**src/hdl/cqp_pkg.sv**
```systemverilog
// Shared types, widths and constants for the complex 4-bit quantiser and packetiser.
`default_nettype none

package cqp_pkg;

    localparam int ADDR_BITS_DEF    = 24;
    localparam int HEADER_BYTES_DEF = 32;

    localparam int SAMPLE_W     = 20;
    localparam int SCALE_W      = 16;
    localparam int BYTE_ADDR_W  = 24;
    localparam int IN_TDATA_W   = 56;
    localparam int OUT_TDATA_W  = 32;
    localparam int CFG_INDEX_W  = 3;
    localparam int CFG_DATA_W   = 14;
    localparam int QUEUE_DEPTH  = 2;

    localparam logic [11:0] SPP_RST       = 12'd3125;
    localparam logic [7:0]  PPB_RST       = 8'd16;
    localparam logic [13:0] PKT_BYTES_RST = 14'd6288;
    localparam logic [4:0]  BEAM_RST      = 5'd10;
    localparam logic [1:0]  POL_RST       = 2'd2;
    localparam logic [3:0]  STREAM_RST    = 4'd4;

    localparam logic [7:0] PPB_MAX    = 8'd128;
    localparam logic [4:0] BEAM_MAX   = 5'd16;
    localparam logic [1:0] POL_MAX    = 2'd2;
    localparam logic [3:0] STREAM_MAX = 4'd8;

    typedef enum logic [CFG_INDEX_W-1:0] {
        REG_LAYOUT_MODE  = 3'd0,
        REG_SPP          = 3'd1,
        REG_PPB          = 3'd2,
        REG_PACKET_BYTES = 3'd3,
        REG_BEAM_COUNT   = 3'd4,
        REG_POL_COUNT    = 3'd5,
        REG_STREAM_COUNT = 3'd6
    } cqp_reg_e;

    // effective (range limited) configuration
    typedef struct packed {
        logic        layout_mode;
        logic [11:0] spp;
        logic [7:0]  ppb;
        logic [13:0] packet_bytes;
        logic [4:0]  nb;
        logic [1:0]  np;
        logic [3:0]  ns;
    } cqp_cfg_t;

    typedef struct packed {
        logic [BYTE_ADDR_W-1:0]    addr;
        logic                      done;
        logic signed [SAMPLE_W-1:0] real_value;
        logic signed [SAMPLE_W-1:0] imag_value;
        logic [SCALE_W-1:0]        scale;
    } cqp_item_t;

    typedef struct packed {
        logic full;
        logic empty;
    } cqp_qstat_t;

endpackage

`default_nettype wire

```
**src/hdl/cqp_cfg.sv**
```systemverilog
// Configuration register file with range limiting of the count registers.
`default_nettype none

module cqp_cfg
    import cqp_pkg::*;
(
    input  logic                   clk,
    input  logic                   rst_n,
    input  logic                   cfg_valid,
    output logic                   cfg_ready,
    input  logic [CFG_INDEX_W-1:0] cfg_index,
    input  logic [CFG_DATA_W-1:0]  cfg_data,
    output cqp_cfg_t               cfg
);

    logic        layout_reg;
    logic [11:0] spp_reg;
    logic [7:0]  ppb_reg;
    logic [13:0] pkt_bytes_reg;
    logic [4:0]  beam_reg;
    logic [1:0]  pol_reg;
    logic [3:0]  stream_reg;

    assign cfg_ready = 1'b1;

    always_ff @(posedge clk or negedge rst_n)
    begin
        if (!rst_n)
        begin
            layout_reg    <= 1'b0;
            spp_reg       <= SPP_RST;
            ppb_reg       <= PPB_RST;
            pkt_bytes_reg <= PKT_BYTES_RST;
            beam_reg      <= BEAM_RST;
            pol_reg       <= POL_RST;
            stream_reg    <= STREAM_RST;
        end
        else if (cfg_valid)
        begin
            unique case (cfg_index)
                REG_LAYOUT_MODE:  layout_reg    <= cfg_data[0];
                REG_SPP:          spp_reg       <= cfg_data[11:0];
                REG_PPB:          ppb_reg       <= cfg_data[7:0];
                REG_PACKET_BYTES: pkt_bytes_reg <= cfg_data[13:0];
                REG_BEAM_COUNT:   beam_reg      <= cfg_data[4:0];
                REG_POL_COUNT:    pol_reg       <= cfg_data[1:0];
                REG_STREAM_COUNT: stream_reg    <= cfg_data[3:0];
                default:          ;
            endcase
        end
    end

    // zero counts act as one, oversize counts saturate
    always_comb
    begin
        cfg.layout_mode  = layout_reg;
        cfg.packet_bytes = pkt_bytes_reg;
        cfg.spp = (spp_reg == 12'd0) ? 12'd1 : spp_reg;
        cfg.ppb = (ppb_reg == 8'd0) ? 8'd1 : ((ppb_reg > PPB_MAX) ? PPB_MAX : ppb_reg);
        cfg.nb  = (beam_reg == 5'd0) ? 5'd1 : ((beam_reg > BEAM_MAX) ? BEAM_MAX : beam_reg);
        cfg.np  = (pol_reg == 2'd0) ? 2'd1 : ((pol_reg > POL_MAX) ? POL_MAX : pol_reg);
        cfg.ns  = (stream_reg == 4'd0) ? 4'd1
                : ((stream_reg > STREAM_MAX) ? STREAM_MAX : stream_reg);
    end

endmodule

`default_nettype wire

```
**src/hdl/cqp_queue.sv**
```systemverilog
// Short request queue between the address front end and the quantiser.
`default_nettype none

module cqp_queue
    import cqp_pkg::*;
(
    input  logic       clk,
    input  logic       rst_n,
    input  logic       push,
    input  cqp_item_t  push_item,
    input  logic       pop,
    output cqp_item_t  head,
    output cqp_qstat_t qstat
);

    localparam int PTR_W = $clog2(QUEUE_DEPTH);
    localparam int CNT_W = $clog2(QUEUE_DEPTH + 1);

    cqp_item_t        mem_reg [QUEUE_DEPTH];
    logic [PTR_W-1:0] wr_ptr_reg;
    logic [PTR_W-1:0] rd_ptr_reg;
    logic [CNT_W-1:0] count_reg;

    assign head        = mem_reg[rd_ptr_reg];
    assign qstat.full  = (count_reg == CNT_W'(QUEUE_DEPTH));
    assign qstat.empty = (count_reg == '0);

    always_ff @(posedge clk or negedge rst_n)
    begin
        if (!rst_n)
        begin
            wr_ptr_reg <= '0;
            rd_ptr_reg <= '0;
            count_reg  <= '0;
        end
        else
        begin
            if (push)
            begin
                wr_ptr_reg <= (wr_ptr_reg == PTR_W'(QUEUE_DEPTH - 1)) ? '0 : wr_ptr_reg + 1'b1;
            end
            if (pop)
            begin
                rd_ptr_reg <= (rd_ptr_reg == PTR_W'(QUEUE_DEPTH - 1)) ? '0 : rd_ptr_reg + 1'b1;
            end
            if (push && !pop)
            begin
                count_reg <= count_reg + 1'b1;
            end
            else if (pop && !push)
            begin
                count_reg <= count_reg - 1'b1;
            end
        end
    end

    always_ff @(posedge clk)
    begin
        if (push)
        begin
            mem_reg[wr_ptr_reg] <= push_item;
        end
    end

    a_no_push_full: assert property (@(posedge clk) disable iff (!rst_n)
        push |-> !qstat.full)
        else $error("request pushed into full queue");

    a_push_fills: assert property (@(posedge clk) disable iff (!rst_n)
        (push && !pop) |=> !qstat.empty)
        else $error("queue empty after a lone push");

endmodule

`default_nettype wire

```
**src/hdl/cqp_front.sv**
```systemverilog
// Front end: accepts samples, walks the sample counters and works out the byte address.
`default_nettype none

module cqp_front
    import cqp_pkg::*;
#(
    parameter int ADDR_BITS    = ADDR_BITS_DEF,
    parameter int HEADER_BYTES = HEADER_BYTES_DEF
)
(
    input  logic                  clk,
    input  logic                  rst_n,
    input  cqp_cfg_t              cfg,
    input  logic                  s_axis_tvalid,
    output logic                  s_axis_tready,
    input  logic [IN_TDATA_W-1:0] s_axis_tdata,
    input  cqp_qstat_t            qstat,
    output logic                  push,
    output cqp_item_t             push_item
);

    localparam int KEEP_BITS = (ADDR_BITS < BYTE_ADDR_W) ? ADDR_BITS : BYTE_ADDR_W;
    localparam logic [BYTE_ADDR_W-1:0] ADDR_MASK =
        BYTE_ADDR_W'((64'd1 << KEEP_BITS) - 64'd1);

    typedef enum logic [1:0] {F_IDLE, F_MUL1, F_MUL2, F_PUSH} front_state_t;

    front_state_t state_reg;

    logic        pol_reg;
    logic [3:0]  beam_reg;
    logic [2:0]  stream_reg;
    logic [11:0] time_reg;
    logic [6:0]  packet_reg;

    logic        pol_next;
    logic [3:0]  beam_next;
    logic [2:0]  stream_next;
    logic [11:0] time_next;
    logic [6:0]  packet_next;

    logic [1:0]  pol_inc;
    logic [4:0]  beam_inc;
    logic [3:0]  stream_inc;
    logic [12:0] time_inc;
    logic [7:0]  packet_inc;
    logic        pol_wrap, beam_wrap, stream_wrap, time_wrap, packet_wrap;
    logic        done_now;

    logic signed [SAMPLE_W-1:0] real_reg;
    logic signed [SAMPLE_W-1:0] imag_reg;
    logic [SCALE_W-1:0]         scale_reg;

    logic [7:0]  a_reg, a_next;
    logic [16:0] b_reg, b_next;
    logic [16:0] a2_reg, a2_next;
    logic [18:0] b2_reg, b2_next;
    logic [31:0] addr_sum;
    logic        accept;

    assign s_axis_tready = (state_reg == F_IDLE);
    assign accept        = s_axis_tvalid && (state_reg == F_IDLE);
    assign push          = (state_reg == F_PUSH) && !qstat.full;

    always_comb
    begin
        pol_inc     = {1'b0, pol_reg} + 2'd1;
        beam_inc    = {1'b0, beam_reg} + 5'd1;
        stream_inc  = {1'b0, stream_reg} + 4'd1;
        time_inc    = {1'b0, time_reg} + 13'd1;
        packet_inc  = {1'b0, packet_reg} + 8'd1;
        pol_wrap    = pol_inc >= cfg.np;
        beam_wrap   = beam_inc >= cfg.nb;
        stream_wrap = stream_inc >= cfg.ns;
        time_wrap   = time_inc >= {1'b0, cfg.spp};
        packet_wrap = packet_inc >= cfg.ppb;

        pol_next    = pol_wrap ? 1'b0 : pol_inc[0];
        beam_next   = !pol_wrap ? beam_reg : (beam_wrap ? 4'd0 : beam_inc[3:0]);
        stream_next = !(pol_wrap && beam_wrap) ? stream_reg
                    : (stream_wrap ? 3'd0 : stream_inc[2:0]);
        time_next   = !(pol_wrap && beam_wrap && stream_wrap) ? time_reg
                    : (time_wrap ? 12'd0 : time_inc[11:0]);
        packet_next = !(pol_wrap && beam_wrap && stream_wrap && time_wrap) ? packet_reg
                    : (packet_wrap ? 7'd0 : packet_inc[6:0]);
        done_now    = pol_wrap && beam_wrap && stream_wrap && time_wrap && packet_wrap;
    end

    // address in three multiply steps
    always_comb
    begin
        if (cfg.layout_mode)
        begin
            a_next = 8'(beam_reg);
            b_next = 17'(17'(time_reg) * 17'(cfg.ns)) + 17'(stream_reg);
        end
        else
        begin
            a_next = 8'(8'(stream_reg) * 8'(cfg.nb)) + 8'(beam_reg);
            b_next = 17'(time_reg);
        end
        a2_next  = 17'(17'(a_reg) * 17'(cfg.ppb)) + 17'(packet_reg);
        b2_next  = 19'(19'(b_reg) * 19'(cfg.np)) + 19'(pol_reg);
        addr_sum = 32'(32'(a2_reg) * 32'(cfg.packet_bytes)) + 32'(b2_reg)
                 + 32'(HEADER_BYTES);

        push_item.addr       = addr_sum[BYTE_ADDR_W-1:0] & ADDR_MASK;
        push_item.done       = done_now;
        push_item.real_value = real_reg;
        push_item.imag_value = imag_reg;
        push_item.scale      = scale_reg;
    end

    always_ff @(posedge clk or negedge rst_n)
    begin
        if (!rst_n)
        begin
            state_reg <= F_IDLE;
        end
        else
        begin
            unique case (state_reg)
                F_IDLE:
                begin
                    if (accept)
                    begin
                        state_reg <= F_MUL1;
                    end
                end
                F_MUL1:  state_reg <= F_MUL2;
                F_MUL2:  state_reg <= F_PUSH;
                F_PUSH:
                begin
                    if (!qstat.full)
                    begin
                        state_reg <= F_IDLE;
                    end
                end
                default: state_reg <= F_IDLE;
            endcase
        end
    end

    // counters step once the request is queued
    always_ff @(posedge clk or negedge rst_n)
    begin
        if (!rst_n)
        begin
            pol_reg    <= 1'b0;
            beam_reg   <= '0;
            stream_reg <= '0;
            time_reg   <= '0;
            packet_reg <= '0;
        end
        else if (push)
        begin
            pol_reg    <= pol_next;
            beam_reg   <= beam_next;
            stream_reg <= stream_next;
            time_reg   <= time_next;
            packet_reg <= packet_next;
        end
    end

    always_ff @(posedge clk)
    begin
        if (accept)
        begin
            real_reg  <= s_axis_tdata[19:0];
            imag_reg  <= s_axis_tdata[39:20];
            scale_reg <= s_axis_tdata[55:40];
        end
        if (state_reg == F_MUL1)
        begin
            a_reg <= a_next;
            b_reg <= b_next;
        end
        if (state_reg == F_MUL2)
        begin
            a2_reg <= a2_next;
            b2_reg <= b2_next;
        end
    end

    a_count_on_push: assert property (@(posedge clk) disable iff (!rst_n)
        !push |=> $stable(time_reg) && $stable(packet_reg) && $stable(pol_reg))
        else $error("sample counters moved without a queued request");

endmodule

`default_nettype wire

```
**src/hdl/cqp_back.sv**
```systemverilog
// Back end: serial quantiser for both parts, nibble packing and output register.
`default_nettype none

module cqp_back
    import cqp_pkg::*;
(
    input  logic                   clk,
    input  logic                   rst_n,
    input  cqp_item_t              head,
    input  cqp_qstat_t             qstat,
    output logic                   pop,
    output logic                   m_axis_tvalid,
    input  logic                   m_axis_tready,
    output logic [OUT_TDATA_W-1:0] m_axis_tdata,
    output logic                   m_axis_tlast
);

    localparam logic [2:0] SAT_STEP = 3'd4;

    typedef enum logic [1:0] {B_IDLE, B_RUN, B_WAIT} back_state_t;

    back_state_t state_reg;
    logic [2:0]  step_reg;

    logic [24:0] rem_re_reg, rem_im_reg;
    logic [28:0] dsh_reg;
    logic        neg_re_reg, neg_im_reg;
    logic        sat_re_reg, sat_im_reg;
    logic [3:0]  q_re_reg, q_im_reg;
    logic [BYTE_ADDR_W-1:0] addr_reg;
    logic        done_reg;

    logic                   m_valid_reg;
    logic [OUT_TDATA_W-1:0] m_data_reg;
    logic                   m_last_reg;

    logic [SCALE_W-1:0] s_eff;
    logic [25:0]        n_re, n_im;
    logic [24:0]        mag_re, mag_im;
    logic               ge_re, ge_im;
    logic               load_out;
    logic [7:0]         packed_byte;

    function automatic logic [3:0] to_nibble(input logic neg, input logic sat,
                                             input logic [3:0] q);
        logic [3:0] mag;
        mag = sat ? 4'd15 : q;
        if (!neg)
        begin
            return (mag >= 4'd7) ? 4'd15 : mag + 4'd8;
        end
        return (mag >= 4'd8) ? 4'd0 : 4'd8 - mag;
    endfunction

    assign pop           = (state_reg == B_IDLE) && !qstat.empty;
    assign load_out      = (state_reg == B_WAIT) && (!m_valid_reg || m_axis_tready);
    assign m_axis_tvalid = m_valid_reg;
    assign m_axis_tdata  = m_data_reg;
    assign m_axis_tlast  = m_last_reg;

    // n = 2v + 256s against d = 512s, sign and magnitude kept apart
    always_comb
    begin
        s_eff  = (head.scale == '0) ? 16'd1 : head.scale;
        n_re   = {{5{head.real_value[19]}}, head.real_value, 1'b0} + {2'b00, s_eff, 8'd0};
        n_im   = {{5{head.imag_value[19]}}, head.imag_value, 1'b0} + {2'b00, s_eff, 8'd0};
        mag_re = n_re[25] ? 25'(-n_re) : n_re[24:0];
        mag_im = n_im[25] ? 25'(-n_im) : n_im[24:0];
        ge_re  = {4'd0, rem_re_reg} >= dsh_reg;
        ge_im  = {4'd0, rem_im_reg} >= dsh_reg;
        packed_byte = {to_nibble(neg_re_reg, sat_re_reg, q_re_reg),
                       to_nibble(neg_im_reg, sat_im_reg, q_im_reg)};
    end

    always_ff @(posedge clk or negedge rst_n)
    begin
        if (!rst_n)
        begin
            state_reg   <= B_IDLE;
            step_reg    <= '0;
            m_valid_reg <= 1'b0;
            m_data_reg  <= '0;
            m_last_reg  <= 1'b0;
        end
        else
        begin
            if (m_valid_reg && m_axis_tready && !load_out)
            begin
                m_valid_reg <= 1'b0;
            end
            unique case (state_reg)
                B_IDLE:
                begin
                    if (pop)
                    begin
                        state_reg <= B_RUN;
                        step_reg  <= SAT_STEP;
                    end
                end
                B_RUN:
                begin
                    if (step_reg == 3'd0)
                    begin
                        state_reg <= B_WAIT;
                    end
                    else
                    begin
                        step_reg <= step_reg - 3'd1;
                    end
                end
                B_WAIT:
                begin
                    if (load_out)
                    begin
                        m_valid_reg <= 1'b1;
                        m_data_reg  <= {packed_byte, addr_reg};
                        m_last_reg  <= done_reg;
                        state_reg   <= B_IDLE;
                    end
                end
                default: state_reg <= B_IDLE;
            endcase
        end
    end

    // first step only checks for a quotient of 16 or more, then four restoring steps
    always_ff @(posedge clk)
    begin
        if (pop)
        begin
            rem_re_reg <= mag_re;
            rem_im_reg <= mag_im;
            neg_re_reg <= n_re[25];
            neg_im_reg <= n_im[25];
            dsh_reg    <= {s_eff, 13'd0};
            q_re_reg   <= '0;
            q_im_reg   <= '0;
            addr_reg   <= head.addr;
            done_reg   <= head.done;
        end
        else if (state_reg == B_RUN)
        begin
            dsh_reg <= dsh_reg >> 1;
            if (step_reg == SAT_STEP)
            begin
                sat_re_reg <= ge_re;
                sat_im_reg <= ge_im;
            end
            else
            begin
                q_re_reg <= {q_re_reg[2:0], ge_re};
                q_im_reg <= {q_im_reg[2:0], ge_im};
                if (ge_re)
                begin
                    rem_re_reg <= rem_re_reg - dsh_reg[24:0];
                end
                if (ge_im)
                begin
                    rem_im_reg <= rem_im_reg - dsh_reg[24:0];
                end
            end
        end
    end

    a_pop_starts_run: assert property (@(posedge clk) disable iff (!rst_n)
        pop |=> (state_reg == B_RUN) && (step_reg == SAT_STEP))
        else $error("quantiser did not start after taking a request");

    a_out_from_wait: assert property (@(posedge clk) disable iff (!rst_n)
        $rose(m_axis_tvalid) |-> $past(state_reg) == B_WAIT)
        else $error("output loaded outside the wait state");

endmodule

`default_nettype wire

```
**src/hdl/complex_4bit_quantizer_packetizer.sv**
```systemverilog
// Top level of the complex 4-bit quantiser and payload packetiser.
`default_nettype none

// Takes one complex sample per request in time, stream, beam, polarisation order,
// quantises each part to a 4-bit offset-binary nibble (divide by 256 times scale, add
// one half and truncate toward zero, add 8, clamp to 0..15) and returns the packed byte
// with its byte offset in the packet buffer and a flag on the buffer's last byte. The
// front end steps through accept, two multiply steps and a queue write per sample; the
// back end through queue read, a saturation check and four compare-subtract steps of
// the serial quantiser, and output load, so the quantiser sets the throughput. A
// two-entry queue lets the front end take the next sample while the quantiser or
// output is busy. Configuration writes take effect at once and do not reset the
// sample counters.
module complex_4bit_quantizer_packetizer
    import cqp_pkg::*;
#(
    parameter int ADDR_BITS    = ADDR_BITS_DEF,
    parameter int HEADER_BYTES = HEADER_BYTES_DEF
)
(
    input  logic                   clk,
    input  logic                   rst_n,
    input  logic                   s_axis_tvalid,
    output logic                   s_axis_tready,
    input  logic [IN_TDATA_W-1:0]  s_axis_tdata,   // real_value, imag_value, scale
    output logic                   m_axis_tvalid,
    input  logic                   m_axis_tready,
    output logic [OUT_TDATA_W-1:0] m_axis_tdata,   // byte_address, packed_byte
    output logic                   m_axis_tlast,
    input  logic                   cfg_valid,
    output logic                   cfg_ready,
    input  logic [CFG_INDEX_W-1:0] cfg_index,
    input  logic [CFG_DATA_W-1:0]  cfg_data
);

    cqp_cfg_t   cfg;
    cqp_qstat_t qstat;
    cqp_item_t  push_item;
    cqp_item_t  head;
    logic       push;
    logic       pop;

    cqp_cfg u_cfg (
        .clk       (clk),
        .rst_n     (rst_n),
        .cfg_valid (cfg_valid),
        .cfg_ready (cfg_ready),
        .cfg_index (cfg_index),
        .cfg_data  (cfg_data),
        .cfg       (cfg)
    );

    cqp_front #(
        .ADDR_BITS    (ADDR_BITS),
        .HEADER_BYTES (HEADER_BYTES)
    ) u_front (
        .clk           (clk),
        .rst_n         (rst_n),
        .cfg           (cfg),
        .s_axis_tvalid (s_axis_tvalid),
        .s_axis_tready (s_axis_tready),
        .s_axis_tdata  (s_axis_tdata),
        .qstat         (qstat),
        .push          (push),
        .push_item     (push_item)
    );

    cqp_queue u_queue (
        .clk       (clk),
        .rst_n     (rst_n),
        .push      (push),
        .push_item (push_item),
        .pop       (pop),
        .head      (head),
        .qstat     (qstat)
    );

    cqp_back u_back (
        .clk           (clk),
        .rst_n         (rst_n),
        .head          (head),
        .qstat         (qstat),
        .pop           (pop),
        .m_axis_tvalid (m_axis_tvalid),
        .m_axis_tready (m_axis_tready),
        .m_axis_tdata  (m_axis_tdata),
        .m_axis_tlast  (m_axis_tlast)
    );

endmodule

`default_nettype wire
```
**config.mk**
```make
export PLATFORM = sky130hd
export DESIGN_NAME = complex_4bit_quantizer_packetizer
export DESIGN_NICKNAME = d
export VERILOG_FILES = /design/src/hdl/cqp_pkg.sv /design/src/hdl/cqp_cfg.sv /design/src/hdl/cqp_queue.sv /design/src/hdl/cqp_front.sv /design/src/hdl/cqp_back.sv /design/src/hdl/complex_4bit_quantizer_packetizer.sv
export SDC_FILE = /design/constraint.sdc
export NUM_CORES = 2
export LEC_CHECK = 0
export BUFFER_PORTS_ARGS = -buffer_cell sky130_fd_sc_hd__buf_2
export CAP_MARGIN = 10
export CORE_UTILIZATION = 40
export DETAILED_ROUTE_END_ITERATION = 6
export MAX_ROUTING_LAYER = met4
export PLACE_DENSITY = 0.56
export SETUP_SLACK_MARGIN = 0.05
export SYNTH_ARGS = -nofsm -noshare
export SYNTH_HDL_FRONTEND = slang
export SYNTH_SLANG_ARGS = --single-unit
```
**constraint.sdc**
```tcl
create_clock -name clk -period 6.15 [get_ports clk]
set_clock_uncertainty 0.1 [all_clocks]
set_input_delay 0.9225 -clock clk [delete_from_list [all_inputs] [get_ports clk]]
set_output_delay 0.9225 -clock clk [all_outputs]
set_load 0.1 [all_outputs]
```
==> results.md <==
* CTS Buffer Depth at 3
* Critical Path End Type: flop
* CP dominant cell by count: fa_1
* Die height at 309 um
* Via count of the first global-routing pass at 25.2k
* Most frequent cells after synthesis: inv_1, nand2_1, edfxtp_1, ha_1, fa_1
* Mapped Cells at 3595
* Worst-margin pin slew at approximately 1100 ps
* GRT overflow at 0
* DRC viols at 0
* Most frequent cell after synthesis: inv_1
* Hold Violations, Final at 0
* Post-DP Area at around 41000 um2
* WP data arrival at ~6600 ps
* GRT Util Overall at approximately a fifth
* Hold_buf cts at 0
* NumNets Final at roughly 4.4k
* Gpl congestion at 0.882
* Pre-antenna DRT Iters at 5
* H-tree Lvls at 2
* GR peak layer: met2
* Synth cell types at 97
* Global-route track usage on met2 at 30.3%
* Final setup fails at 4
* Global Route met1 Usage at between 20% and 30%
* Yosys reg bits at approximately 510
* Routed vias/inst at 4.96
* Net count after synthesis at 4234
* Pin count of the biggest net entering global routing at 75
* Flip-flop count of the largest register after layout at between 150 and 200
* Dpl hpwl at 68900 um
* Final period utilization at 103%
* Critical path class: flop to flop
* Yosys top cell by area: edfxtp_1
* Number of I/O pins at about 110
* Routed WL at 89400 um
* Failing checks: setup timing
* Ys flop type: edfxtp_1
* Die Width at 309 um
* CTS tree: built
* Number of synthesized flops with an enable pin at approximately 370
* Clock root buffer: clkbuf_16
* Max Fclk at 158 MHz
* CP required at 6410 ps
* Register area share after synthesis at 38.8%
* DRC marker count from the first detailed-route iteration at ~1.4k
* Slew margin rel. at between 20% and 30%
* Crit path max-delay cell type: fa_1
* PnR worst setup slack at -183 ps
* Post-route insts no fill at 5101
* Post-layout minimum cycle time at between 6000 and 7000 ps
* Clock buffer count from CTS at 59
* Max Cap Violations at 0
* Rows at 112
* Outcome: finished with violations
* Ranking of synthesized cells by area: edfxtp_1, fa_1, ha_1, dfrtp_1, inv_1
* Async SR Flop Fraction at 22.9%
* Worst setup SP type: flop
* Crit path largest cell delay at 490 ps
* Core Region at between 90000 and 100000 um2
* Routed via count at 25.3k
* WL per Instance at 17.5 um
* Layout cells sized above 1 at 14.7%
* Met3 Use GR at 2.15%
* Synthesized area at 37600 um2
* Tightest Hold Check Type: input port to async pin
* Layout overhead on the synthesized area at 13.3%
* Post-Place Cells at 4989
* Final instance area at 42600 um2
* Initial antenna violation count at 3
* Yosys warnings at 0
* Starting Density at 40.3%
* Worst-path maximum fanout at 6
* Antenna Nets Post-Route at 0
* Max-slew violations at 0
* IO Port Bufs at 112
* First-pass GRT wire length at 141000 um
* Mapped Avg Cell Area at 10.5 um2
* Clock Sinks at 512
* RSZ-0062 raised after global routing: true
* Die Footprint at 95300 um2
* Top cell type's share of synthesized area at between 20% and 30%
* Worst hold margin at between 200 and 250 ps
* Clock Pin Slew Worst Setup and Hold Paths at 60 ps
* Clock latency on the worst-skew pair at 660 ps
==> stage by stage <==
stage | TNS [ps] | utilization [%] | setup slack, ps
after floorplan | -20.1 | - | -10.0
after global placement | -671 | 43.5 | -221
after detailed placement | -892 | 43.5 | -269
after CTS | -786 | 45.6 | -222
after global routing | -1940 | 45.7 | -411
final | -408 | 45.7 | -183
==> timing repair <==
item | in CTS | in global routing
pin swaps | 9 | 6
hold endpoints to repair | 0 | 0
endpoints found under the setup margin | 8 | 11
gates resized for setup | 7 | 21
cloned | 0 | 0
setup buffers | 1 | 2
==> cell type report <==
cell class	count	area, um2
well taps	1254	1570
fillers	8863	50700
multi-input cells	2481	21000
flip-flops and latches	512	14600
clock buffers	75	1590
clock inverters	33	322
diodes	1	2.50
inverters	486	1830
repair buffers	259	1690
==> layer usage <==
metal	up-vias	wire length (um)
li1	12472	-
met1	12308	44200
met2	413	40100
met3	96	3450
met4	0	1650
met5	-	0
==> worst paths after layout <==
kind                                         from                 endpoint  cells past startpoint  slack, ps
max in group asynchronous                   rst_n      u_back.state_reg[1]                      2       4540
hold reg to reg               u_back.addr_reg[15]  u_back.m_axis_tdata[15]                      2        330
setup / recovery           u_cfg.pkt_bytes_reg[2]   u_queue.mem_reg[1][80]                     25       -180
min in group clk              u_back.addr_reg[15]  u_back.m_axis_tdata[15]                      2        330
setup reg to reg           u_cfg.pkt_bytes_reg[2]   u_queue.mem_reg[1][80]                     25       -180
hold / removal                              rst_n    u_front.packet_reg[5]                      1        240
==> placed cells by master, fill, tap and decap left out, types with 136 or more instances in the layout <==
cell        n
fa_1      254
and2_1    180
edfxtp_1  374
ha_1      297
nand2_1   436
buf_4     145
a21oi_1   136
o21ai_0   139
inv_1     481
nor2_1    143
==> worst max-delay path, delay by kind of cell, from the launching register on <==
family,cells,cell delay (ps)
compound gates,7,1220
xor+xnor,1,90
fa+ha+maj,7,3010
buf+inv,7,440
flops,1,460
simple gates,3,740
==> kinds of logic after synthesis <==
group | after synthesis | share of synthesized area, %
AOI/OAI and AO/OA | 500 | 8.47
xor gates and xnor gates | 209 | 4.91
adders and majority gates | 561 | 23.7
buffers and inverters | 602 | 6.07
DFF | 512 | 38.8
muxes | 153 | 4.41
other | 1 | 0.00996
and+or+nand+nor | 1057 | 13.6
Power is not shown: default switching activity piles up to over one toggle a cycle in this logic, so the estimate is an artifact.
